### src/sv/hsg_pkg.sv
// Package: shared types and constants for the haptic spring and grip force core
`timescale 1ns / 1ps
package hsg_pkg;

  localparam logic [31:0] GRIP_OFFSET = 32'd878453;
  localparam logic signed [31:0] COEF_B0 = 32'sd58948;
  localparam logic signed [31:0] COEF_B1 = 32'sd176845;
  localparam logic signed [31:0] COEF_A1 = 32'sd737875381;
  localparam logic signed [31:0] COEF_A2 = -32'sd678658520;
  localparam logic signed [31:0] COEF_A3 = 32'sd208735411;
  localparam logic [7:0] HOLD_TASK = 8'd10;
  localparam logic [3:0] PHASE_GRASP_A = 4'd2;
  localparam logic [3:0] PHASE_GRASP_B = 4'd3;

  localparam logic [2:0] REG_BASE_X = 3'd0;
  localparam logic [2:0] REG_BASE_Y = 3'd1;
  localparam logic [2:0] REG_BASE_Z = 3'd2;
  localparam logic [2:0] REG_GAIN   = 3'd3;
  localparam logic [2:0] REG_CAP    = 3'd4;
  localparam logic [2:0] REG_SCALE  = 3'd5;
  localparam logic [2:0] REG_SPARE_A = 3'd6;
  localparam logic [2:0] REG_SPARE_B = 3'd7;

  typedef enum logic [3:0] {
    ST_IDLE,
    ST_SQ,
    ST_KSRCH,
    ST_FORCE,
    ST_GRIP,
    ST_DIFF,
    ST_FILT,
    ST_FINISH,
    ST_OUT
  } state_t;

  // serial multiplier control
  typedef struct packed {
    logic        start;
    logic [63:0] a;
    logic [63:0] b;
  } mul_req_t;

endpackage

### src/sv/hsg_serial_mul.sv
// Shift-add multiplier: unsigned 64x64 -> 128, one multiplier bit per cycle
`timescale 1ns / 1ps
module hsg_serial_mul (
  input  logic              clk,
  input  logic              rst,
  input  hsg_pkg::mul_req_t req,
  output logic              busy,
  output logic [127:0]      prod
);

  logic [63:0]  mplier;
  logic [127:0] mcand;
  logic [6:0]   cnt;

  always_ff @(posedge clk) begin
    if (rst) begin
      busy <= 1'b0;
      cnt  <= '0;
    end else if (req.start) begin
      busy <= 1'b1;
      cnt  <= 7'd64;
    end else if (busy) begin
      cnt <= cnt - 7'd1;
      if (cnt == 7'd1) begin
        busy <= 1'b0;
      end
    end
  end

  always_ff @(posedge clk) begin
    if (req.start) begin
      mplier <= req.b;
      mcand  <= {64'd0, req.a};
      prod   <= '0;
    end else if (busy) begin
      if (mplier[0]) begin
        prod <= prod + mcand;
      end
      mplier <= mplier >> 1;
      mcand  <= mcand << 1;
    end
  end

endmodule

### src/sv/haptic_spring_and_grip_force_core.sv
// Top level: spring stiffness, spring force and grip filter over a shared serial multiplier
//
//   channel | signals                                        | direction
//   --------+------------------------------------------------+----------
//   input   | in_valid, in_stall, pos_*, grip_angle, ...     | in
//   output  | out_valid, out_stall, force_*, grip_force, ... | out
//   config  | psel, penable, pwrite, paddr, pwdata, prdata   | APB
//
// The stiffness search takes at most ten steps, none when the stiffness is forced to
// zero; each step is one serial multiply.
// rst clears control state and the priming flag and resets the configuration registers.
// The result is held in output registers until taken; a new item is taken
// once the previous result has left and the state has returned to idle.
`timescale 1ns / 1ps
module haptic_spring_and_grip_force_core (
  input  logic               clk,
  input  logic               rst,
  input  logic               in_valid,
  output logic               in_stall,
  input  logic signed [31:0] pos_x,
  input  logic signed [31:0] pos_y,
  input  logic signed [31:0] pos_z,
  input  logic signed [31:0] grip_angle,
  input  logic signed [31:0] slave_grasp,
  input  logic [3:0]         grasp_phase,
  input  logic [7:0]         task_state,
  output logic               out_valid,
  input  logic               out_stall,
  output logic signed [31:0] force_x,
  output logic signed [31:0] force_y,
  output logic signed [31:0] force_z,
  output logic [30:0]        grip_force,
  output logic [9:0]         stiffness,
  input  logic               psel,
  input  logic               penable,
  input  logic               pwrite,
  input  logic [4:0]         paddr,
  input  logic [31:0]        pwdata,
  output logic [31:0]        prdata,
  output logic               pready
);

  // configuration
  logic [31:0] base_x, base_y, base_z, grip_scale;
  logic [7:0]  stiffness_gain;
  logic [9:0]  stiffness_cap;
  logic [2:0]  reg_idx;
  logic        cfg_wr;

  assign pready  = 1'b1;
  assign reg_idx = paddr[4:2];
  assign cfg_wr  = psel && penable && pwrite;

  always_ff @(posedge clk) begin
    if (rst) begin
      base_x         <= '0;
      base_y         <= '0;
      base_z         <= '0;
      stiffness_gain <= 8'd4;
      stiffness_cap  <= 10'd200;
      grip_scale     <= 32'd16777216;
    end else if (cfg_wr) begin
      case (reg_idx)
        hsg_pkg::REG_BASE_X: base_x <= pwdata;
        hsg_pkg::REG_BASE_Y: base_y <= pwdata;
        hsg_pkg::REG_BASE_Z: base_z <= pwdata;
        hsg_pkg::REG_GAIN:   stiffness_gain <= pwdata[7:0];
        hsg_pkg::REG_CAP:    stiffness_cap <= pwdata[9:0];
        hsg_pkg::REG_SCALE:  grip_scale <= pwdata;
        default: ;
      endcase
    end
  end

  always_comb begin
    case (reg_idx)
      hsg_pkg::REG_BASE_X: prdata = base_x;
      hsg_pkg::REG_BASE_Y: prdata = base_y;
      hsg_pkg::REG_BASE_Z: prdata = base_z;
      hsg_pkg::REG_GAIN:   prdata = {24'd0, stiffness_gain};
      hsg_pkg::REG_CAP:    prdata = {22'd0, stiffness_cap};
      hsg_pkg::REG_SCALE:  prdata = grip_scale;
      default:             prdata = '0;
    endcase
  end

  // item registers
  logic signed [32:0] d [3];
  logic signed [31:0] grasp_in;
  logic               k_off;

  // filter state
  logic signed [31:0] xh [3];
  logic signed [31:0] yh [3];
  logic               primed;

  // work registers
  hsg_pkg::state_t state, state_next;
  logic [4:0]   step;
  logic         issued;
  logic [65:0]  ssum;
  logic         s_ovf;
  logic [63:0]  gsq;
  logic [10:0]  k_lo, k_hi;
  logic [9:0]   kval;
  logic signed [31:0] diff;
  logic signed [33:0] tval;
  logic signed [69:0] acc;

  // multiplier
  hsg_pkg::mul_req_t mreq;
  logic         mbusy;
  logic [127:0] mprod;

  hsg_serial_mul u_mul (
    .clk (clk),
    .rst (rst),
    .req (mreq),
    .busy(mbusy),
    .prod(mprod)
  );

  logic mdone;
  assign mdone = issued && !mbusy && !mreq.start;

  assign in_stall = (state != hsg_pkg::ST_IDLE);

  // operand selection
  logic [32:0] dmag;
  logic [10:0] kmid;
  logic signed [31:0] fcoef;
  logic signed [31:0] fsamp;
  logic [63:0] fmag_c, fmag_s;

  always_comb begin
    dmag = d[step[1:0]][32] ? 33'(-d[step[1:0]]) : d[step[1:0]];
    kmid = 11'((k_lo + k_hi + 11'd1) >> 1);
    case (step[2:0])
      3'd0: begin fcoef = hsg_pkg::COEF_B0; fsamp = diff;  end
      3'd1: begin fcoef = hsg_pkg::COEF_B1; fsamp = xh[0]; end
      3'd2: begin fcoef = hsg_pkg::COEF_B1; fsamp = xh[1]; end
      3'd3: begin fcoef = hsg_pkg::COEF_B0; fsamp = xh[2]; end
      3'd4: begin fcoef = hsg_pkg::COEF_A1; fsamp = yh[0]; end
      3'd5: begin fcoef = hsg_pkg::COEF_A2; fsamp = yh[1]; end
      default: begin fcoef = hsg_pkg::COEF_A3; fsamp = yh[2]; end
    endcase
    fmag_c = fcoef[31] ? -64'(fcoef) : 64'(fcoef);
    fmag_s = fsamp[31] ? -64'(fsamp) : 64'(fsamp);
  end

  // next state and multiplier requests
  always_comb begin
    state_next = state;
    mreq.start = 1'b0;
    mreq.a     = '0;
    mreq.b     = '0;
    case (state)
      hsg_pkg::ST_IDLE: begin
        if (in_valid) begin
          state_next = hsg_pkg::ST_SQ;
        end
      end
      hsg_pkg::ST_SQ: begin
        if (!issued) begin
          mreq.start = 1'b1;
          mreq.a = 64'(dmag);
          mreq.b = 64'(dmag);
        end else if (mdone && step == 5'd2) begin
          state_next = hsg_pkg::ST_KSRCH;
        end
      end
      hsg_pkg::ST_KSRCH: begin
        if (k_lo >= k_hi) begin
          state_next = hsg_pkg::ST_FORCE;
        end else if (!issued) begin
          mreq.start = 1'b1;
          mreq.a = 64'(22'(kmid) * 22'(kmid));
          mreq.b = ssum[63:0];
        end
      end
      hsg_pkg::ST_FORCE: begin
        if (!issued) begin
          mreq.start = 1'b1;
          mreq.a = 64'(kval);
          mreq.b = 64'(dmag);
        end else if (mdone && step == 5'd2) begin
          state_next = hsg_pkg::ST_GRIP;
        end
      end
      hsg_pkg::ST_GRIP: begin
        if (!issued) begin
          mreq.start = 1'b1;
          mreq.a = tval[33] ? 64'(-tval) : 64'(tval);
          mreq.b = 64'(grip_scale);
        end else if (mdone) begin
          state_next = hsg_pkg::ST_DIFF;
        end
      end
      hsg_pkg::ST_DIFF: begin
        state_next = hsg_pkg::ST_FILT;
      end
      hsg_pkg::ST_FILT: begin
        if (!issued) begin
          mreq.start = 1'b1;
          mreq.a = fmag_c;
          mreq.b = fmag_s;
        end else if (mdone && step == 5'd6) begin
          state_next = hsg_pkg::ST_FINISH;
        end
      end
      hsg_pkg::ST_FINISH: begin
        state_next = hsg_pkg::ST_OUT;
      end
      hsg_pkg::ST_OUT: begin
        if (out_valid && !out_stall) begin
          state_next = hsg_pkg::ST_IDLE;
        end
      end
      default: state_next = hsg_pkg::ST_IDLE;
    endcase
  end

  always_ff @(posedge clk) begin
    if (rst) begin
      state <= hsg_pkg::ST_IDLE;
    end else begin
      state <= state_next;
    end
  end

  // datapath
  logic signed [69:0] prod_s;
  logic signed [64:0] grip_s;
  logic signed [65:0] dwide;
  logic signed [69:0] yr;
  logic signed [31:0] ysat;

  always_comb begin
    prod_s = ((fcoef[31] ^ fsamp[31]) ? -70'(mprod[63:0]) : 70'(mprod[63:0]));
    grip_s = 65'(mprod[63:24]) + 65'(mprod[23]);
    if (tval[33]) begin
      grip_s = -grip_s;
    end
    dwide = 66'(grasp_in) - 66'(grip_s);
    yr    = (acc + 70'sd134217728) >>> 28;
    if (yr > 70'sd2147483647) begin
      ysat = 32'h7FFFFFFF;
    end else if (yr < -70'sd2147483648) begin
      ysat = 32'h80000000;
    end else begin
      ysat = 32'(yr);
    end
  end

  logic signed [63:0] fprod;
  logic signed [63:0] fr;
  assign fprod = d[step[1:0]][32] ? 64'(mprod[63:0]) : -64'(mprod[63:0]);
  assign fr    = (fprod + 64'sd128) >>> 8;

  always_ff @(posedge clk) begin
    if (rst) begin
      issued    <= 1'b0;
      step      <= '0;
      out_valid <= 1'b0;
      primed    <= 1'b0;
    end else begin
      if (mreq.start) begin
        issued <= 1'b1;
      end
      case (state)
        hsg_pkg::ST_IDLE: begin
          if (in_valid) begin
            d[0]     <= 33'(pos_x) - 33'(signed'(base_x));
            d[1]     <= 33'(pos_y) - 33'(signed'(base_y));
            d[2]     <= 33'(pos_z) - 33'(signed'(base_z));
            tval     <= 34'(grip_angle) - 34'(hsg_pkg::GRIP_OFFSET);
            grasp_in <= slave_grasp;
            k_off    <= (grasp_phase == hsg_pkg::PHASE_GRASP_A ||
                         grasp_phase == hsg_pkg::PHASE_GRASP_B) &&
                        task_state != hsg_pkg::HOLD_TASK;
            ssum     <= '0;
            s_ovf    <= 1'b0;
            step     <= '0;
            issued   <= 1'b0;
          end
        end
        hsg_pkg::ST_SQ: begin
          if (mdone) begin
            if (dmag[32] || (66'(ssum) + 66'(mprod[63:0])) > 66'hFFFFFFFFFFFFFFFF) begin
              s_ovf <= 1'b1;
            end
            ssum   <= ssum + 66'(mprod[63:0]);
            issued <= 1'b0;
            step   <= step + 5'd1;
            if (step == 5'd2) begin
              gsq  <= 64'(16'(stiffness_gain) * 16'(stiffness_gain)) << 48;
              k_lo <= '0;
              k_hi <= (k_off || s_ovf || dmag[32] ||
                       (66'(ssum) + 66'(mprod[63:0])) > 66'hFFFFFFFFFFFFFFFF) ?
                      11'd0 : 11'(stiffness_cap);
            end
          end
        end
        hsg_pkg::ST_KSRCH: begin
          if (k_lo >= k_hi) begin
            kval   <= 10'(k_lo);
            step   <= '0;
            issued <= 1'b0;
          end else if (mdone) begin
            if (mprod <= 128'(gsq)) begin
              k_lo <= kmid;
            end else begin
              k_hi <= kmid - 11'd1;
            end
            issued <= 1'b0;
          end
        end
        hsg_pkg::ST_FORCE: begin
          if (mdone) begin
            case (step[1:0])
              2'd0: force_x <= 32'(fr);
              2'd1: force_y <= 32'(fr);
              default: force_z <= 32'(fr);
            endcase
            issued <= 1'b0;
            step   <= step + 5'd1;
          end
        end
        hsg_pkg::ST_GRIP: begin
          if (mdone) begin
            issued <= 1'b0;
          end
        end
        hsg_pkg::ST_DIFF: begin
          if (dwide > 66'sd2147483647) begin
            diff <= 32'h7FFFFFFF;
          end else if (dwide < -66'sd2147483648) begin
            diff <= 32'h80000000;
          end else begin
            diff <= 32'(dwide);
          end
          acc  <= '0;
          step <= '0;
        end
        hsg_pkg::ST_FILT: begin
          if (!primed && step == 5'd0 && !issued) begin
            xh[0] <= diff; xh[1] <= diff; xh[2] <= diff;
            yh[0] <= diff; yh[1] <= diff; yh[2] <= diff;
            primed <= 1'b1;
          end
          if (mdone) begin
            acc    <= acc + prod_s;
            issued <= 1'b0;
            step   <= step + 5'd1;
          end
        end
        hsg_pkg::ST_FINISH: begin
          xh[2] <= xh[1]; xh[1] <= xh[0]; xh[0] <= diff;
          yh[2] <= yh[1]; yh[1] <= yh[0]; yh[0] <= ysat;
          grip_force <= (ysat > 32'sd0) ? 31'((33'(ysat) + 33'sd128) >>> 8) : 31'd0;
          stiffness  <= kval;
          out_valid  <= 1'b1;
        end
        hsg_pkg::ST_OUT: begin
          if (!out_stall) begin
            out_valid <= 1'b0;
          end
        end
        default: ;
      endcase
    end
  end

  // checks
  a_out_only_in_out: assert property (@(posedge clk) disable iff (rst)
    out_valid |-> state == hsg_pkg::ST_OUT) else $error("result shown outside output state");
  a_stiff_cap: assert property (@(posedge clk) disable iff (rst)
    out_valid |-> stiffness <= stiffness_cap || $past(cfg_wr))
    else $error("stiffness above cap");
  a_no_take_busy: assert property (@(posedge clk) disable iff (rst)
    state != hsg_pkg::ST_IDLE |-> in_stall) else $error("item taken while busy");
  a_primed_stays: assert property (@(posedge clk) disable iff (rst)
    $past(primed) && !$past(rst) |-> primed) else $error("filter history lost priming");

endmodule

### config.mk
export PLATFORM = sky130hd
export DESIGN_NAME = haptic_spring_and_grip_force_core
export DESIGN_NICKNAME = d
export VERILOG_FILES = /design/src/sv/hsg_pkg.sv /design/src/sv/hsg_serial_mul.sv /design/src/sv/haptic_spring_and_grip_force_core.sv
export SDC_FILE = /design/constraint.sdc
export NUM_CORES = 2
export LEC_CHECK = 0
export BUFFER_PORTS_ARGS = -buffer_cell sky130_fd_sc_hd__buf_2
export CAP_MARGIN = 25
export CORE_UTILIZATION = 55
export DETAILED_ROUTE_END_ITERATION = 10
export PLACE_DENSITY = 0.76
export SLEW_MARGIN = 20
export SYNTH_ARGS = -nofsm -noshare
export SYNTH_HDL_FRONTEND = slang
export SYNTH_HIERARCHICAL = 1
export SYNTH_SLANG_ARGS = --single-unit
export TNS_END_PERCENT = 10
### constraint.sdc
create_clock -name clk -period 18.93 [get_ports clk]
set_input_delay 3.786 -clock clk [delete_from_list [all_inputs] [get_ports clk]]
set_output_delay 3.786 -clock clk [all_outputs]
set_load 0.02 [all_outputs]
==> results.rst <==
.. list-table::
   :header-rows: 1

   * - Metric
     - Value
   * - Outcome
     - complete, but fails checks
   * - Violated checks
     - DRC
   * - Predominant post-synthesis flop cell
     - edfxtp_1
   * - Required time of the worst setup path
     - between 15 and 20 ns
   * - Cell area after synthesis
     - around 86000 µm²
   * - Number of synthesized flops with an enable pin
     - between 800 and 900
   * - Crit path kind
     - in2out
   * - Fraction of final layout cells sized beyond drive strength 1
     - 0.105
   * - Relative max-transition margin
     - 0.229
   * - Worst Path Arrival
     - slightly below 6 ns
   * - Most common cell in the synthesized netlist
     - nand2_1
   * - Static leakage power
     - between 30 and 40 nW
   * - Worst r2r dst
     - diff[3]
   * - Number of levels the H-tree was split into
     - 4
   * - Mean area per synthesized cell
     - just under 9 µm²
   * - Slew at the pin closest to its max-slew limit
     - between 1 and 1.5 ns
   * - Effective utilization at floorplan
     - 0.553
   * - CP endpoint
     - prdata[24]
   * - Number of buffers added by the clock tree synthesis step
     - approximately 140
   * - Count of distinct cell types in the synthesized netlist
     - 129
   * - Largest area contributor in the synthesized netlist
     - edfxtp_1
   * - Fmax
     - 0.104 GHz
   * - Port-buffer cells
     - ~380
   * - Ratio of final minimum period to clock period
     - 0.507
   * - Type of destination of the critical path
     - output pin
   * - Routed vias/inst
     - about 6.3
   * - Hold Worst Slack
     - about 0.45 ns
   * - Area contributors post-synth
     - edfxtp_1, dfxtp_1, ha_1
   * - Clock-pin slew on the worst setup and hold paths
     - approximately 0.060 ns
   * - CP startpoint
     - paddr[3]
   * - Worst IR Drop VDD
     - around 0.33 mV
   * - Ordered list of cells on the worst path
     - buf_2, nor2b_1, nor2b_1, buf_4, a221o_1, buf_2
   * - Sink count of the clock tree
     - between 1000 and 1500
   * - CTS Buffer Depth
     - 3
   * - Die width
     - 398 µm
   * - CTS Root Buffer Type
     - clkbuf_16
   * - Sequential area share after synthesis
     - 0.373
   * - Post-Syn Instances
     - between 9000 and 10000
   * - Path depth of the worst reg2reg path
     - 28
   * - Via count
     - 76900
   * - Power per standard cell area
     - around 180 nW/µm²
   * - Most numerous cell types in the synthesized netlist
     - nand2_1, a21oi_1, edfxtp_1
   * - Final antenna-violating net count
     - 0
   * - Final weighted congestion in routability-driven placement
     - ~1.0
   * - Post-CTS Setup Bufs
     - 0
   * - R2r setup slk
     - roughly 9.5 ns
   * - HPWL after detailed placement
     - about 220000 µm
   * - First drt pass iteration count
     - 11
   * - Wire length of the first global-routing pass
     - 430000 µm
   * - Overflow after GRT
     - 0
   * - Iter 0 DRT Violations
     - ~8800
   * - Final core area utilization
     - 0.609
   * - Via count of the first global-routing pass
     - 73100
   * - Critical-path maximum fanout
     - 25
   * - Final number of setup-violating endpoints
     - 0
   * - Hold Fails Final Rpt
     - 0
   * - Die ar.
     - around 160000 µm²
   * - Placed Instances
     - 11900
   * - Clock Skew
     - approximately 0.042 ns
   * - DRC viols
     - 2
   * - Die Height
     - 398 µm
   * - Min cycle time layout
     - 9.60 ns
   * - Synthesis-stage register bit count
     - around 1200
   * - CTS tree
     - built
   * - Pin count of the biggest net entering global routing
     - around 190
   * - Quantity of hold-fixing buffers added after cts
     - 0
   * - Setup repair after global routing missed its margin
     - false
   * - Pins over their slew limit
     - 0
   * - RR Startpoint
     - u_mul/prod[24]
   * - Critical Path Start Type
     - input port
   * - Routed WL
     - slightly below 300000 µm
   * - Number of max-cap violations
     - 0
   * - Yosys top cell area share
     - 0.289
   * - Clk_lat worst skew
     - 0.80 ns
   * - Core region area
     - 156000 µm²
   * - Hold Crit Class
     - reg2reg
   * - Total power draw
     - 16.7 mW
   * - Final standard cell count with taps included and fillers excluded
     - 12100
   * - Number of placement rows
     - ~150
   * - Ys Warns
     - 6
   * - Area growth syn-to-layout
     - 9.97%
   * - Io pins
     - roughly 390
   * - Worst path slowest cell
     - buf_2
   * - Resized cells post-CTS
     - 0
   * - All-layer global routing usage
     - 0.352
   * - CP max stage delay
     - about 0.47 ns
   * - Average wire per cell in the routed design
     - about 24 µm
   * - Async S/R FF share, synth
     - 0
   * - Final Net Count
     - ~11000
   * - Antenna violations before repair
     - 19
   * - Aggregate negative setup slack
     - 0 ns
## cell type report
cell class              instances  area [µm²]
fillers                     13400       61100
multi-input cells            7682       50800
flip-flops and latches       1191       32200
clock buffers                 172        3820
repair buffers                510        2940
well taps                    2058        2570
inverters                     433        1630
clock inverters                79         905
diodes                         20        50.0
## logic make-up (layout without fill, tap and decap cells)
| kind of cell | count (synthesis) | in the layout | share of synthesized area |
|---|---|---|---|
| AND/OR/NAND/NOR | 3328 | 3328 | 0.178 |
| AO/OA/AOI/OAI | 2573 | 2573 | 0.188 |
| flip-flops | 1191 | 1191 | 0.373 |
| buffers and inverters | 912 | 1194 | 0.0420 |
| XOR/XNOR | 795 | 795 | 0.0806 |
| adder cells (fa/ha/maj) | 635 | 635 | 0.0990 |
| multiplexers | 318 | 318 | 0.0395 |
| other | 2 | 53 | 0.0000870 |
## registers in the layout, indices dropped and copies added (netlist names), 11 cells and up, named ones only
| name | flops |
|---|---|
| acc | 70 |
| base_x | 32 |
| base_y | 32 |
| base_z | 32 |
| d | 99 |
| diff | 32 |
| force_x | 32 |
| force_y | 32 |
| force_z | 32 |
| grasp_in | 32 |
| grip_force | 25 |
| grip_scale | 32 |
| gsq | 15 |
| k_hi | 11 |
| ssum | 66 |
| tval | 33 |
| u_mul/mcand | 128 |
| u_mul/mplier | 64 |
| u_mul/prod | 128 |
| xh | 96 |
| yh | 96 |
## worst max-delay path: cells and delay by family
kind | cells | cell delay, ns
buf+inv | 3 | 1.04
simple gates | 2 | 0.66
compound gates | 1 | 0.28
## per-layer routing
| layer | part of all wire | vias to the layer above | GRT usage |
|---|---|---|---|
| met2 | 0.45 | 3627 | 0.559 |
| met1 | 0.39 | 36900 | 0.443 |
| met3 | 0.097 | 715 | 0.0799 |
| met5 | 0.00023 | - | 0 |
| met4 | 0.061 | 10 | 0.194 |
| li1 | - | 35700 | - |
## through the flow
step | instance area [µm²] | setup slack (ns)
floorplan | 86500 | 5.86
global placement | 90100 | 9.49
detailed placement | 90100 | 9.45
CTS | 94800 | 9.43
global route | 94900 | 9.00
finish | 94900 | 9.33
## power breakdown
group | switching [mW] | internal (mW)
Combinational | 6.67 | 3.53
Clock | 1.16 | 1.64
Sequential | 0.315 | 3.36
## worst min-delay path by stage
stage | depth (start not counted) | startpoint | to | slack [ns]
final | 0 | k_lo[0] | kval[0] | 0.45
after floorplan | 0 | kval[2] | stiffness[2] | 0.43
after global routing | 0 | k_lo[0] | kval[0] | 0.47
after CTS | 0 | k_lo[0] | kval[0] | 0.45
after detailed placement | 0 | k_lo[0] | kval[0] | 0.44
after global placement | 2 | primed | primed | 0.43
## cell usage in the layout (no fill, tap or decap), types with 67 or more instances in the layout
master	synthesis	layout
a31oi_1	98	98
nor2_1	779	773
fa_1	80	80
a21o_1	214	214
nor2b_1	81	80
and3_1	85	84
xnor2_1	502	500
o21bai_1	102	101
inv_1	427	426
and2_1	102	100
a21oi_1	895	895
nand4_1	152	152
dfxtp_1	360	355
nand2b_1	92	92
edfxtp_1	831	831
nor4_1	69	67
nor3_1	156	152
o21ai_0	535	533
mux2i_1	146	146
xor2_1	293	293
mux2_2	170	170
nand3_1	173	173
nand2_1	1391	1389
clkbuf_16	0	144
ha_1	555	553
buf_2	45	383
o21a_1	74	73
buf_4	9	120
Power figures use the tool's default switching activity.
